===== config.mk =====
export PLATFORM = sky130hd
export DESIGN_NAME = ordered_subset_angle_scheduler_top
export DESIGN_NICKNAME = d
export VERILOG_FILES = /design/src/rtl/core/osas_pkg.sv /design/src/rtl/core/osas_divider.sv /design/src/rtl/core/osas_datapath.sv /design/src/rtl/core/osas_ctrl.sv /design/src/rtl/core/ordered_subset_angle_scheduler_top.sv
export SDC_FILE = /design/constraint.sdc
export NUM_CORES = 2
export LEC_CHECK = 0
export ABC_CLOCK_PERIOD_IN_PS = 31500
export BUFFER_PORTS_ARGS = -buffer_cell sky130_fd_sc_hd__buf_4
export CORE_MARGIN = 5
export CORE_UTILIZATION = 40
export DETAILED_ROUTE_END_ITERATION = 10
export PLACE_DENSITY = 0.6
export SYNTH_ARGS = -nofsm -noshare
export SYNTH_HDL_FRONTEND = slang
export SYNTH_SLANG_ARGS = --single-unit

===== constraint.sdc =====
create_clock -name i_clk -period 31.5 [get_ports i_clk]
set_input_delay 6.3 -clock i_clk [delete_from_list [all_inputs] [get_ports i_clk]]
set_output_delay 6.3 -clock i_clk [all_outputs]
set_load 0.1 [all_outputs]

===== src/rtl/core/osas_pkg.sv =====
`default_nettype none
// ----------------------------------------------------------------------------
// osas_pkg
// Shared widths, codes and controller/datapath interface types for the
// ordered-subset angle scheduler.
// ----------------------------------------------------------------------------
package osas_pkg;

    // Angle store depth and field widths
    localparam int MAX_ANGLES  = 1024;
    localparam int ANG_W       = 10;   // angle index, subset number, position
    localparam int CNT_W       = 11;   // counts that must hold MAX_ANGLES
    localparam int CFG_W       = 11;   // configuration register width
    localparam int CFG_IDX_W   = 1;    // configuration register index width
    localparam int REV_BITS    = 16;   // bits of the reversed subset fraction
    localparam int PROD_W      = CNT_W + REV_BITS;
    localparam int CP_W        = CNT_W + ANG_W;
    localparam int DIV_NUM_W   = CP_W; // widest dividend is the base angle
    localparam int DIV_CNT_W   = 5;
    localparam int IN_TDATA_W  = 8;
    localparam int OUT_TDATA_W = 32;

    // Reset values of the configuration registers
    localparam logic [CFG_W-1:0] ANGLE_COUNT_RST   = CFG_W'(256);
    localparam logic [CFG_W-1:0] SUBSET_LENGTH_RST = CFG_W'(16);

    // Configuration register indexes
    typedef enum logic [CFG_IDX_W-1:0] {
        CFG_ANGLE_COUNT   = 1'b0,
        CFG_SUBSET_LENGTH = 1'b1
    } t_cfg_reg;

    // Operand selection of the shared divider
    typedef enum logic [1:0] {
        DIV_N = 2'd0,   // issued count / subset length
        DIV_A = 2'd1,   // angle count / subset length
        DIV_B = 2'd2    // base angle mod angle count
    } t_div_sel;

    // Controller states
    typedef enum logic [3:0] {
        ST_INIT_CLR,
        ST_IDLE,
        ST_RST_CLR,
        ST_CHECK,
        ST_DIV_S,
        ST_DIV_Q,
        ST_MUL,
        ST_BASE,
        ST_DIV_B,
        ST_PROBE_RD,
        ST_PROBE_CK,
        ST_EMIT,
        ST_EMIT_DONE
    } t_state;

    // Commands from controller to datapath
    typedef struct packed {
        logic     in_ready;
        logic     take;
        logic     clr_step;
        logic     div_start;
        t_div_sel div_sel;
        logic     save_s;
        logic     save_q;
        logic     mul;
        logic     save_pos;
        logic     probe_rd;
        logic     probe_adv;
        logic     mark;
        logic     emit;
        logic     emit_done;
    } t_cmd;

    // Status from datapath to controller
    typedef struct packed {
        logic restart_in;
        logic clr_last;
        logic is_done;
        logic div_done;
        logic div_busy;
        logic rd_used;
        logic tries_full;
        logic out_free;
    } t_stat;

endpackage
`default_nettype wire


===== src/rtl/core/osas_divider.sv =====
`default_nettype none
// ----------------------------------------------------------------------------
// osas_divider
// Restoring divider, one quotient bit per cycle. Operands are captured at
// start; quotient and remainder hold until the next start.
// ----------------------------------------------------------------------------
module osas_divider
    import osas_pkg::*;
(
    input  wire logic                 i_clk,
    input  wire logic                 i_rst_n,
    input  wire logic                 i_start,
    input  wire logic [DIV_NUM_W-1:0] i_dividend,
    input  wire logic [CNT_W-1:0]     i_divisor,
    output logic                      o_busy,
    output logic                      o_done,
    output logic [DIV_NUM_W-1:0]      o_quotient,
    output logic [CNT_W-1:0]          o_remainder
);

    logic                 r_busy, n_busy;
    logic                 r_done, n_done;
    logic [DIV_CNT_W-1:0] r_cnt, n_cnt;
    logic [DIV_NUM_W-1:0] r_quo, n_quo;
    logic [CNT_W-1:0]     r_rem, n_rem;
    logic [CNT_W-1:0]     r_dvs, n_dvs;
    logic [CNT_W:0]       rem_sh;
    logic [CNT_W:0]       rem_sub;
    logic                 fits;

    // Shift in the next dividend bit and trial-subtract
    assign rem_sh  = {r_rem, r_quo[DIV_NUM_W-1]};
    assign rem_sub = rem_sh - {1'b0, r_dvs};
    assign fits    = (rem_sh >= {1'b0, r_dvs});

    always_comb begin
        n_busy = r_busy;
        n_done = 1'b0;
        n_cnt  = r_cnt;
        n_quo  = r_quo;
        n_rem  = r_rem;
        n_dvs  = r_dvs;
        if (i_start) begin
            n_busy = 1'b1;
            n_cnt  = DIV_CNT_W'(DIV_NUM_W - 1);
            n_quo  = i_dividend;
            n_rem  = '0;
            n_dvs  = i_divisor;
        end else if (r_busy) begin
            n_quo = {r_quo[DIV_NUM_W-2:0], fits};
            n_rem = fits ? rem_sub[CNT_W-1:0] : rem_sh[CNT_W-1:0];
            n_cnt = r_cnt - 1'b1;
            if (r_cnt == '0) begin
                n_busy = 1'b0;
                n_done = 1'b1;
            end
        end
    end

    // Control state
    always_ff @(posedge i_clk) begin
        if (!i_rst_n) begin
            r_busy <= 1'b0;
            r_done <= 1'b0;
            r_cnt  <= '0;
        end else begin
            r_busy <= n_busy;
            r_done <= n_done;
            r_cnt  <= n_cnt;
        end
    end

    // Operand and result registers
    always_ff @(posedge i_clk) begin
        r_quo <= n_quo;
        r_rem <= n_rem;
        r_dvs <= n_dvs;
    end

    assign o_busy      = r_busy;
    assign o_done      = r_done;
    assign o_quotient  = r_quo;
    assign o_remainder = r_rem;

endmodule
`default_nettype wire


===== src/rtl/core/osas_datapath.sv =====
`default_nettype none
// ----------------------------------------------------------------------------
// osas_datapath
// Configuration registers, schedule arithmetic, used-angle map and output
// register of the ordered-subset angle scheduler.
// ----------------------------------------------------------------------------
module osas_datapath
    import osas_pkg::*;
(
    input  wire logic                   i_clk,
    input  wire logic                   i_rst_n,
    // configuration write
    input  wire logic                   i_cfg_valid,
    output logic                        o_cfg_ready,
    input  wire logic [CFG_IDX_W-1:0]   i_cfg_index,
    input  wire logic [CFG_W-1:0]       i_cfg_data,
    // input word payload: [0] restart, [7:1] zero
    input  wire logic [IN_TDATA_W-1:0]  i_s_axis_tdata,
    // output channel
    output logic                        o_m_axis_tvalid,
    input  wire logic                   i_m_axis_tready,
    // [9:0] angle_index, [19:10] subset_number, [29:20] subset_position, [31:30] zero
    output logic [OUT_TDATA_W-1:0]      o_m_axis_tdata,
    output logic                        o_m_axis_tlast,
    // [0] done_res
    output logic                        o_m_axis_tuser,
    // controller link
    input  wire t_cmd                   i_cmd,
    output t_stat                       o_stat
);

    // Bit-reverse the subset number taken to REV_BITS bits
    function automatic logic [REV_BITS-1:0] rev_bits(input logic [ANG_W-1:0] v);
        logic [REV_BITS-1:0] w;
        logic [REV_BITS-1:0] r;
        w = REV_BITS'(v);
        for (int k = 0; k < REV_BITS; k++) begin
            r[REV_BITS-1-k] = w[k];
        end
        return r;
    endfunction

    logic [CFG_W-1:0]     r_angle_count;
    logic [CFG_W-1:0]     r_subset_length;
    logic [CNT_W-1:0]     a_eff;
    logic [CNT_W-1:0]     l_eff;

    logic [CNT_W-1:0]     r_issued;
    logic [ANG_W-1:0]     r_clr_addr;
    logic [ANG_W-1:0]     r_s;
    logic [ANG_W-1:0]     r_p;
    logic [CNT_W-1:0]     r_q;
    logic [CNT_W-1:0]     r_c;
    logic [CNT_W-1:0]     r_off;
    logic [CP_W-1:0]      r_cp;
    logic [ANG_W-1:0]     r_pos;
    logic [CNT_W-1:0]     r_tries;
    logic                 r_rd_used;
    logic                 r_used_mem [MAX_ANGLES];

    logic                 r_out_valid;
    logic [ANG_W-1:0]     r_out_angle;
    logic [ANG_W-1:0]     r_out_s;
    logic [ANG_W-1:0]     r_out_p;
    logic                 r_out_last;
    logic                 r_out_done;

    logic [PROD_W-1:0]    off_prod;
    logic [CP_W-1:0]      base;
    logic [CNT_W-1:0]     pos_inc;
    logic                 last_flag;

    logic                 div_busy;
    logic                 div_done;
    logic [DIV_NUM_W-1:0] div_quo;
    logic [CNT_W-1:0]     div_rem;
    logic [DIV_NUM_W-1:0] div_num;
    logic [CNT_W-1:0]     div_dvs;

    assign o_cfg_ready = 1'b1;

    // Configuration registers
    always_ff @(posedge i_clk) begin
        if (!i_rst_n) begin
            r_angle_count   <= ANGLE_COUNT_RST;
            r_subset_length <= SUBSET_LENGTH_RST;
        end else if (i_cfg_valid) begin
            unique case (t_cfg_reg'(i_cfg_index))
                CFG_ANGLE_COUNT:   r_angle_count   <= i_cfg_data;
                CFG_SUBSET_LENGTH: r_subset_length <= i_cfg_data;
            endcase
        end
    end

    // Clamp angle count to 1..MAX_ANGLES and subset length to at least 1
    always_comb begin
        if (r_angle_count == '0) begin
            a_eff = CNT_W'(1);
        end else if (r_angle_count > CFG_W'(MAX_ANGLES)) begin
            a_eff = CNT_W'(MAX_ANGLES);
        end else begin
            a_eff = r_angle_count;
        end
        l_eff = (r_subset_length == '0) ? CNT_W'(1) : r_subset_length;
    end

    // Divider operand selection
    always_comb begin
        case (i_cmd.div_sel)
            DIV_N: begin
                div_num = DIV_NUM_W'(r_issued);
                div_dvs = l_eff;
            end
            DIV_A: begin
                div_num = DIV_NUM_W'(a_eff);
                div_dvs = l_eff;
            end
            DIV_B: begin
                div_num = base;
                div_dvs = a_eff;
            end
            default: begin
                div_num = '0;
                div_dvs = CNT_W'(1);
            end
        endcase
    end

    osas_divider u_div (
        .i_clk       (i_clk),
        .i_rst_n     (i_rst_n),
        .i_start     (i_cmd.div_start),
        .i_dividend  (div_num),
        .i_divisor   (div_dvs),
        .o_busy      (div_busy),
        .o_done      (div_done),
        .o_quotient  (div_quo),
        .o_remainder (div_rem)
    );

    // Offset product and base angle
    assign off_prod = PROD_W'(r_q) * PROD_W'(rev_bits(r_s));
    assign base     = CP_W'(r_off) + r_cp;
    assign pos_inc  = CNT_W'(r_pos) + 1'b1;

    // Control counters: issued count, clear address
    always_ff @(posedge i_clk) begin
        if (!i_rst_n) begin
            r_issued   <= '0;
            r_clr_addr <= '0;
        end else begin
            if (i_cmd.take && i_s_axis_tdata[0]) begin
                r_issued <= '0;
            end else if (i_cmd.mark) begin
                r_issued <= r_issued + 1'b1;
            end
            if (i_cmd.clr_step) begin
                r_clr_addr <= r_clr_addr + 1'b1;
            end
        end
    end

    // Schedule arithmetic registers
    always_ff @(posedge i_clk) begin
        if (i_cmd.save_s) begin
            r_s <= div_quo[ANG_W-1:0];
            r_p <= div_rem[ANG_W-1:0];
        end
        if (i_cmd.save_q) begin
            r_q <= div_quo[CNT_W-1:0];
            r_c <= div_quo[CNT_W-1:0] + CNT_W'(div_rem != '0);
        end
        if (i_cmd.mul) begin
            r_off <= off_prod[PROD_W-1:REV_BITS];
            r_cp  <= CP_W'(r_c) * CP_W'(r_p);
        end
    end

    // Probe position and try count
    always_ff @(posedge i_clk) begin
        if (i_cmd.save_pos) begin
            r_pos   <= div_rem[ANG_W-1:0];
            r_tries <= '0;
        end else if (i_cmd.probe_adv) begin
            r_pos   <= (pos_inc >= a_eff) ? '0 : pos_inc[ANG_W-1:0];
            r_tries <= r_tries + 1'b1;
        end
    end

    // Used-angle map: clear sweep or mark on write, registered read
    always_ff @(posedge i_clk) begin
        if (i_cmd.clr_step) begin
            r_used_mem[r_clr_addr] <= 1'b0;
        end else if (i_cmd.mark) begin
            r_used_mem[r_pos] <= 1'b1;
        end
    end

    always_ff @(posedge i_clk) begin
        if (i_cmd.probe_rd) begin
            r_rd_used <= r_used_mem[r_pos];
        end
    end

    assign last_flag = ({1'b0, r_p} == (l_eff - 1'b1)) || (r_issued == (a_eff - 1'b1));

    // Output register: load a word, drop valid once taken
    always_ff @(posedge i_clk) begin
        if (!i_rst_n) begin
            r_out_valid <= 1'b0;
        end else if (i_cmd.emit || i_cmd.emit_done) begin
            r_out_valid <= 1'b1;
        end else if (i_m_axis_tready) begin
            r_out_valid <= 1'b0;
        end
    end

    always_ff @(posedge i_clk) begin
        if (i_cmd.emit) begin
            r_out_angle <= r_pos;
            r_out_s     <= r_s;
            r_out_p     <= r_p;
            r_out_last  <= last_flag;
            r_out_done  <= 1'b0;
        end else if (i_cmd.emit_done) begin
            r_out_angle <= '0;
            r_out_s     <= '0;
            r_out_p     <= '0;
            r_out_last  <= 1'b0;
            r_out_done  <= 1'b1;
        end
    end

    assign o_m_axis_tvalid = r_out_valid;
    assign o_m_axis_tdata  = {(OUT_TDATA_W - 3 * ANG_W)'(0), r_out_p, r_out_s, r_out_angle};
    assign o_m_axis_tlast  = r_out_last;
    assign o_m_axis_tuser  = r_out_done;

    // Status to the controller
    always_comb begin
        o_stat            = '0;
        o_stat.restart_in = i_s_axis_tdata[0];
        o_stat.clr_last   = (r_clr_addr == '1);
        o_stat.is_done    = (r_issued >= a_eff);
        o_stat.div_done   = div_done;
        o_stat.div_busy   = div_busy;
        o_stat.rd_used    = r_rd_used;
        o_stat.tries_full = (r_tries == a_eff);
        o_stat.out_free   = !r_out_valid || i_m_axis_tready;
    end

endmodule
`default_nettype wire


===== src/rtl/core/osas_ctrl.sv =====
`default_nettype none
// ----------------------------------------------------------------------------
// osas_ctrl
// Sequencer of the ordered-subset angle scheduler: map clearing, the three
// divisions, the offset multiply, the free-angle probe and the output load.
// ----------------------------------------------------------------------------
module osas_ctrl
    import osas_pkg::*;
(
    input  wire logic  i_clk,
    input  wire logic  i_rst_n,
    input  wire logic  i_s_axis_tvalid,
    input  wire t_stat i_stat,
    output t_cmd       o_cmd,
    output t_state     o_state
);

    t_state r_state, n_state;

    // State register
    always_ff @(posedge i_clk) begin
        if (!i_rst_n) begin
            r_state <= ST_INIT_CLR;
        end else begin
            r_state <= n_state;
        end
    end

    // Next state
    always_comb begin
        n_state = r_state;
        unique case (r_state)
            ST_INIT_CLR: begin
                if (i_stat.clr_last) n_state = ST_IDLE;
            end
            ST_IDLE: begin
                if (i_s_axis_tvalid) begin
                    n_state = i_stat.restart_in ? ST_RST_CLR : ST_CHECK;
                end
            end
            ST_RST_CLR: begin
                if (i_stat.clr_last) n_state = ST_CHECK;
            end
            ST_CHECK: begin
                n_state = i_stat.is_done ? ST_EMIT_DONE : ST_DIV_S;
            end
            ST_DIV_S: begin
                if (i_stat.div_done) n_state = ST_DIV_Q;
            end
            ST_DIV_Q: begin
                if (i_stat.div_done) n_state = ST_MUL;
            end
            ST_MUL: begin
                n_state = ST_BASE;
            end
            ST_BASE: begin
                n_state = ST_DIV_B;
            end
            ST_DIV_B: begin
                if (i_stat.div_done) n_state = ST_PROBE_RD;
            end
            ST_PROBE_RD: begin
                n_state = ST_PROBE_CK;
            end
            ST_PROBE_CK: begin
                if (i_stat.rd_used && !i_stat.tries_full) begin
                    n_state = ST_PROBE_RD;
                end else begin
                    n_state = ST_EMIT;
                end
            end
            ST_EMIT: begin
                if (i_stat.out_free) n_state = ST_IDLE;
            end
            ST_EMIT_DONE: begin
                if (i_stat.out_free) n_state = ST_IDLE;
            end
            default: n_state = ST_INIT_CLR;
        endcase
    end

    // Commands
    always_comb begin
        o_cmd         = '0;
        o_cmd.div_sel = DIV_N;
        unique case (r_state)
            ST_INIT_CLR: begin
                o_cmd.clr_step = 1'b1;
            end
            ST_IDLE: begin
                o_cmd.in_ready = 1'b1;
                o_cmd.take     = i_s_axis_tvalid;
            end
            ST_RST_CLR: begin
                o_cmd.clr_step = 1'b1;
            end
            ST_CHECK: begin
                o_cmd.div_start = !i_stat.is_done;
                o_cmd.div_sel   = DIV_N;
            end
            ST_DIV_S: begin
                o_cmd.save_s    = i_stat.div_done;
                o_cmd.div_start = i_stat.div_done;
                o_cmd.div_sel   = DIV_A;
            end
            ST_DIV_Q: begin
                o_cmd.save_q = i_stat.div_done;
            end
            ST_MUL: begin
                o_cmd.mul = 1'b1;
            end
            ST_BASE: begin
                o_cmd.div_start = 1'b1;
                o_cmd.div_sel   = DIV_B;
            end
            ST_DIV_B: begin
                o_cmd.save_pos = i_stat.div_done;
            end
            ST_PROBE_RD: begin
                o_cmd.probe_rd = 1'b1;
            end
            ST_PROBE_CK: begin
                o_cmd.probe_adv = i_stat.rd_used && !i_stat.tries_full;
            end
            ST_EMIT: begin
                o_cmd.mark = i_stat.out_free;
                o_cmd.emit = i_stat.out_free;
            end
            ST_EMIT_DONE: begin
                o_cmd.emit_done = i_stat.out_free;
            end
            default: begin
                o_cmd = '0;
            end
        endcase
    end

    assign o_state = r_state;

endmodule
`default_nettype wire


===== src/rtl/core/ordered_subset_angle_scheduler_top.sv =====
`default_nettype none
// ----------------------------------------------------------------------------
// ordered_subset_angle_scheduler_top
// Hands out projection-angle indices in ordered-subset order, one per word.
// The wait from request word to result word, and between request words taken,
//   is set by the three bit-serial divisions and by the map reads of the probe;
//   no request word is taken until the last result word is loaded.
// A done word skips the divisions and the probe.
// Restart adds a clearing sweep over all 1024 entries of the used-angle map.
// After reset the whole map is swept with the input not ready;
//   configuration writes are taken throughout.
// ----------------------------------------------------------------------------
module ordered_subset_angle_scheduler_top
    import osas_pkg::*;
(
    input  wire logic                   i_clk,
    input  wire logic                   i_rst_n,
    // configuration write: index 0 angle_count, 1 subset_length
    input  wire logic                   i_cfg_valid,
    output logic                        o_cfg_ready,
    input  wire logic [CFG_IDX_W-1:0]   i_cfg_index,
    input  wire logic [CFG_W-1:0]       i_cfg_data,
    // request channel
    input  wire logic                   i_s_axis_tvalid,
    output logic                        o_s_axis_tready,
    // [0] restart, [7:1] zero
    input  wire logic [IN_TDATA_W-1:0]  i_s_axis_tdata,
    // result channel
    output logic                        o_m_axis_tvalid,
    input  wire logic                   i_m_axis_tready,
    // [9:0] angle_index, [19:10] subset_number, [29:20] subset_position, [31:30] zero
    output logic [OUT_TDATA_W-1:0]      o_m_axis_tdata,
    // last_in_subset
    output logic                        o_m_axis_tlast,
    // [0] done_res
    output logic                        o_m_axis_tuser
);

    t_cmd   cmd;
    t_stat  stat;
    t_state state;

    osas_ctrl u_ctrl (
        .i_clk           (i_clk),
        .i_rst_n         (i_rst_n),
        .i_s_axis_tvalid (i_s_axis_tvalid),
        .i_stat          (stat),
        .o_cmd           (cmd),
        .o_state         (state)
    );

    osas_datapath u_dp (
        .i_clk           (i_clk),
        .i_rst_n         (i_rst_n),
        .i_cfg_valid     (i_cfg_valid),
        .o_cfg_ready     (o_cfg_ready),
        .i_cfg_index     (i_cfg_index),
        .i_cfg_data      (i_cfg_data),
        .i_s_axis_tdata  (i_s_axis_tdata),
        .o_m_axis_tvalid (o_m_axis_tvalid),
        .i_m_axis_tready (i_m_axis_tready),
        .o_m_axis_tdata  (o_m_axis_tdata),
        .o_m_axis_tlast  (o_m_axis_tlast),
        .o_m_axis_tuser  (o_m_axis_tuser),
        .i_cmd           (cmd),
        .o_stat          (stat)
    );

    assign o_s_axis_tready = cmd.in_ready;

    // No request is taken while the map is being swept
    a_no_take_in_clear: assert property (@(posedge i_clk) disable iff (!i_rst_n)
        cmd.clr_step |-> !o_s_axis_tready)
        else $error("request ready during map clearing");

    // An angle is marked only when the probe found it free or ran out
    a_mark_free: assert property (@(posedge i_clk) disable iff (!i_rst_n)
        cmd.mark |-> (!stat.rd_used || stat.tries_full))
        else $error("marking an angle already in use");

    // The divider is started only when idle
    a_div_idle: assert property (@(posedge i_clk) disable iff (!i_rst_n)
        cmd.div_start |-> !stat.div_busy)
        else $error("divider restarted while busy");

    // A done word carries no angle, subset or position
    a_done_zero: assert property (@(posedge i_clk) disable iff (!i_rst_n)
        (o_m_axis_tvalid && o_m_axis_tuser) |-> (o_m_axis_tdata == '0 && !o_m_axis_tlast))
        else $error("done word with nonzero payload");

    // Results are loaded only from an emitting state
    a_emit_state: assert property (@(posedge i_clk) disable iff (!i_rst_n)
        (cmd.emit || cmd.emit_done) |-> (state == ST_EMIT || state == ST_EMIT_DONE))
        else $error("result loaded outside an emitting state");

endmodule
`default_nettype wire


Word-level counts from Yosys, hierarchy flattened:

Memories as Yosys holds them, arrays and structs flattened. A register that Yosys moved wholly into a read port is not among the register bits.
Cells that the tools add are included.

* bitwise operators: 3
* reductions and logical operators: 28
* muxes and demuxes: 55
* multipliers: 2
* equality and inequality tests: 25
* order comparisons: 4
* $add $sub $neg: 10

Operators by type and width (count)
* $mux W10: 8
* $pmux W21 S3: 1
* $pmux W4 S12: 1
* $mux W11: 4
* $mul A11 B10 Y21: 2
* $mux W21: 2
* $mux W4: 8
* $mux W1: 24
* $add A11 B1 Y11 const B: 2
* $eq A11 B11 Y1: 2
* $ge A11 B11 Y1: 2
* $logic_not A11 Y1: 2
* $pmux W11 S2: 1
* $sub A11 B1 Y11 const B: 2
* $add A11 B21 Y21: 1
* $eq A4 B4 Y1 const B: 5
* $eq A4 B3 Y1 const B: 4
* $ge A12 B11 Y1: 1
* $add A10 B1 Y11 const B: 1
* $add A11 B1 Y11: 1
* $eq A10 B11 Y1: 1
* $gt A11 B11 Y1 const B: 1
* $reduce_bool A11 Y1: 1
* $sub A11 B11 Y11: 1
* 25 further kinds: 49

* output and inout port bits: 37
* word-level logic and storage cells: 154
* memory bits (writable): 1024
* memories: 1
* flip-flop bits (word level): 225

Memories
* u_dp.r_used_mem: depth 1024, width 1, read ports 1, clocked after memory_dff 1, write ports 1, RTL line osas_datapath.sv:59 `logic r_used_mem [MAX_ANGLES];`

Logic depth before layout (Yosys ltp):

* depth after elaboration: 9
* gate-level depth with buffers: 21

Modules after synthesis:

From an unflattened synthesis, not the netlist that was laid out.

* cells, all modules: 5034
* area total of the unflattened synthesis: 63155.6 sq um

Modules (own cells, without submodules)
* osas_datapath: area each 60157.7 sq um, times used 1, sequential area each 35353.9 sq um, cells each 4748
* osas_divider: area each 2556.2 sq um, times used 1, sequential area each 1321.3 sq um, cells each 220
* osas_ctrl: area each 441.7 sq um, times used 1, sequential area each 80.1 sq um, cells each 66

Worst setup path after synthesis:

No wires, ideal clock.

* path kind: input to register
* start: in i_m_axis_tready
* end: mem u_dp.r_used_mem[0], data pin
* slack: 5361 ps
* arrival: 22673 ps
* required time: 28034 ps
* stages: 7
* path through: nand2b_1 -> nand3_1 -> inv_1 -> buf_4 -> buf_4 -> clkbuf_1 -> clkbuf_1

* longest elaborated chain between the ends: 7

RTL lines
* start: declaration: RTL line ordered_subset_angle_scheduler_top.sv:30 `input wire logic i_m_axis_tready,`
* $logic_or A1 B1 Y1: RTL line osas_datapath.sv:249 `o_stat.out_free = !r_out_valid || i_m_axis_tready;`
* $mux W2: RTL line osas_ctrl.sv:86 `unique case (r_state)`
* $mux W1: RTL line osas_datapath.sv:194 `end else if (i_cmd.mark) begin`
* $mux W1: RTL line osas_datapath.sv:192 `if (i_cmd.clr_step) begin`
* $mux W1 (implied by the code): RTL line osas_datapath.sv:195 `r_used_mem[r_pos] <= 1'b1;`
* $reduce_or A1 Y1 (no source line)
* $mux W1 (no source line)
* end: declaration: RTL line osas_datapath.sv:59

No other way between the ends.

Worst setup path after layout:

* start: in i_m_axis_tready
* end: mem u_dp.r_used_mem[905], enable pin

* longest elaborated chain between the ends: 7
* elaborated cells between the ends (all ways): 8
* those cells by class: mux: 6; reduce/logical: 2

RTL lines (RTL line)
* $logic_or A1 B1 Y1 (*): osas_datapath.sv:249
* $mux W2 (*): osas_ctrl.sv:86
* $mux W1 (*): osas_datapath.sv:194
* $mux W1 (*): osas_datapath.sv:192
* $mux W1 (implied by the code) (*): osas_datapath.sv:195
* $reduce_or A1 Y1 (no source line)
* $mux W10 (no source line) or $mux W1 (tied branches)

Mark *: on every way between the ends. The rest lies on a longest branch, timed or not.

==> impl_metrics.json <==
{
  "synth_edf_count": 1172,
  "root_buffer": "clkbuf_16",
  "start_kind": "primary input",
  "drc": 0,
  "hold_viol_final": 0,
  "ys_ff_latch": 1250,
  "syn2layout_area_growth_pct": 9.91,
  "rsz0062_at_grt": "false",
  "synthDistinctLibCells": 75,
  "grt_pass1_wl_mm": 252,
  "diodes": 0,
  "met1Wirelength_mm": 69.6,
  "power_density_nw_per_um2": 48.9,
  "finalPower_uw": 3380,
  "met3_length_mm": 13.4,
  "max_slew_margin_pct": 17.8,
  "maxCapViolations": 0,
  "final_cell_mix": "edfxtp_1, nor2_1, nand2_1",
  "fmax_ghz": 0.104,
  "wire_per_inst_microns": 23.7,
  "synth.top_cell.area_share_pct": 55.8,
  "cts_resized": 0,
  "cts_setup_buffers": 0,
  "synthArstFlopShare_pct": 0,
  "via_per_inst": 5.71,
  "fillers": 14300,
  "clock_sinks": 1250,
  "top_layer": "met4",
  "mostFrequentLayoutCell": "edfxtp_1",
  "min_path_type": "flip-flop to flip-flop",
  "critPathKind": "primary input to flip-flop",
  "fin_ws_ps": 21860,
  "ir_worst_vdd_v": 0.0000521,
  "drive_gt1_share_pct": 12.0,
  "yosysTopAreaCell": "edfxtp_1",
  "status": "complete, no violations",
  "overflow": 0,
  "setup_viol": 0,
  "final_antenna_net_count": 0,
  "clock_latency_ps": 770,
  "finalCritPeriodShare_pct": 30.6,
  "core_area_sq_um": 156000,
  "final.setup.tns_ps": 0,
  "wl_met2_mm": 79.9,
  "syn_inst": 5041,
  "port_buffers": 51,
  "clock_path_buffers": 3,
  "cts_tree": "done",
  "synth_area_per_cell_sq_um": 12.5,
  "clock_skew_ps": 31.1,
  "slew_viol_final": 0,
  "gp_congestion": 0.827,
  "arrival_ps": 10090,
  "cp_data_required_time_ps": 31950,
  "grt_pass1_vias": 39700,
  "preCtsSetupSlack_ps": 21000,
  "cts_buffers": 136,
  "layout.nets": 5232,
  "ys_warn_count": 0,
  "grt_max_degree": 278,
  "rows": 145,
  "cts_hold_buf": 0,
  "synthFlopType": "edfxtp_1",
  "dieArea_sq_um": 166000,
  "seq_area_frac_synth_pct": 58.3,
  "syn-cell-area_sq_um": 63000,
  "first_pass_iters": 6,
  "start_util_pct": 40.3,
  "tightest_slew_ps": 1230,
  "cp-end-kind": "flip-flop",
  "die_w_microns": 407,
  "io_pins": 62,
  "track_usage_pct": 20.2,
  "clk_pin_slew_ps": 60,
  "post-route-min-period_ps": 9640,
  "wirelength_mm": 168,
  "die_y_microns": 407,
  "leakagePower_uw": 0.0207,
  "drt_iter0_markers": 4348,
  "hpwl_mm": 98.9,
  "ys_top_cells_by_area": "edfxtp_1, mux4_2, nor2_1, fa_1, ha_1",
  "grt_antenna_before_repair": 0,
  "finalHoldWorstSlack_ps": 493,
  "htreeDepth": 4,
  "crit_path_max_fanout": 271,
  "vias": 40400
}
==> logic make-up after synthesis <==
kind of cell,synth area share [%]
AND/OR/NAND/NOR,13.3
flip-flops,58.3
buffers and inverters,3.96
AO/OA/AOI/OAI,5.39
multiplexers,9.66
adder cells (fa/ha/maj),7.73
XOR/XNOR,1.60
other,0.0119
==> cell usage after synthesis (13+ instances only) <==
library cell and number:
a21boi_0 27, a22oi_1 60, o221ai_1 34, a31oi_1 28, nor2_1 1106, o21ai_0 98
or2_2 16, o211ai_1 19, dfxtp_1 78, xor2_1 43, and2_1 175, buf_2 76
xnor2_1 72, nand3_1 68, mux4_2 226, ha_1 164, mux2i_1 94, inv_1 206
nand4_1 23, nand2_1 329, or3_1 27, nor2b_1 28, edfxtp_1 1172, buf_4 28
nand2b_1 22, a21oi_1 102, nor3_1 72, clkbuf_1 263, buf_1 29, and3_1 20
fa_1 141, nand3b_1 13, a21o_1 14, a211oi_1 21
==> flip-flops by register name, indices dropped and copies added, names as in the netlist, 11 cells and up <==
| name | flops |
|---|---|
| u_dp.r_angle_count | 11 |
| u_dp.u_div.o_quotient | 21 |
| u_dp.r_subset_length | 11 |
| u_dp.r_c | 11 |
| u_dp.r_issued | 11 |
| u_dp.r_q | 11 |
| u_dp.u_div.r_dvs | 11 |
| u_dp.r_cp | 21 |
| u_dp.r_used_mem | 1024 |
| u_dp.r_off | 11 |
| u_dp.u_div.o_remainder | 11 |
| u_dp.r_tries | 11 |
==> stage by stage <==
stage          util, %  cells  instance area, sq um
3_3_place_gp      41.6   6822                 65000
6_report          44.3   7072                 69300
5_1_grt           44.3   7072                 69300
3_5_place_dp      41.6   6822                 65000
4_1_cts           44.3   7072                 69300
2_1_floorplan        -   5042                 63000
==> worst paths after layout <==
| check | cells after the start | slack [ps] | startpoint | end |
|---|---|---|---|---|
| worst max-delay path | 8 | 21860 | i_m_axis_tready | u_dp.r_used_mem[905] |
| worst min-delay path | 2 | 490 | u_dp.r_subset_length[0] | u_dp.r_subset_length[0] |
| worst max register to register | 20 | 24820 | u_dp.r_p[2] | u_dp.r_cp[20] |
| worst min register to register | 2 | 490 | u_dp.r_subset_length[0] | u_dp.r_subset_length[0] |
==> power by group <==
group	leakage [uW]	switching, uW	internal [uW]
registers	0.00910	4.17	1790
logic	0.00948	35.4	14.9
clock network	0.00208	684	856
total	0.0207	724	2660
==> per-layer routing <==
layer | up-vias | GRT usage (%)
li1 | 17700 | -
met1 | 20800 | 28.0
met2 | 1601 | 33.0
met3 | 277 | 3.14
met4 | 0 | 6.05
met5 | - | 0
==> cell type report <==
cell class	instances	area, sq um	share of cell area (%)
sequential	1250	36800	53.1
clock buffer	174	3570	5.15
multi-input combinational	3187	23900	34.5
clock inverter	76	719	1.04
tap	2058	2570	3.72
inverter	206	781	1.13
timing repair buffer	121	971	1.40
==> critical path, stage by stage <==
cell,delay (ps)
buf_4,100
nand2b_1,250
nand3_2,180
inv_8,210
buf_12,410
o31ai_1,1080
nand2_1,1040
nor2_1,390
Power figures use the tool's default switching activity.
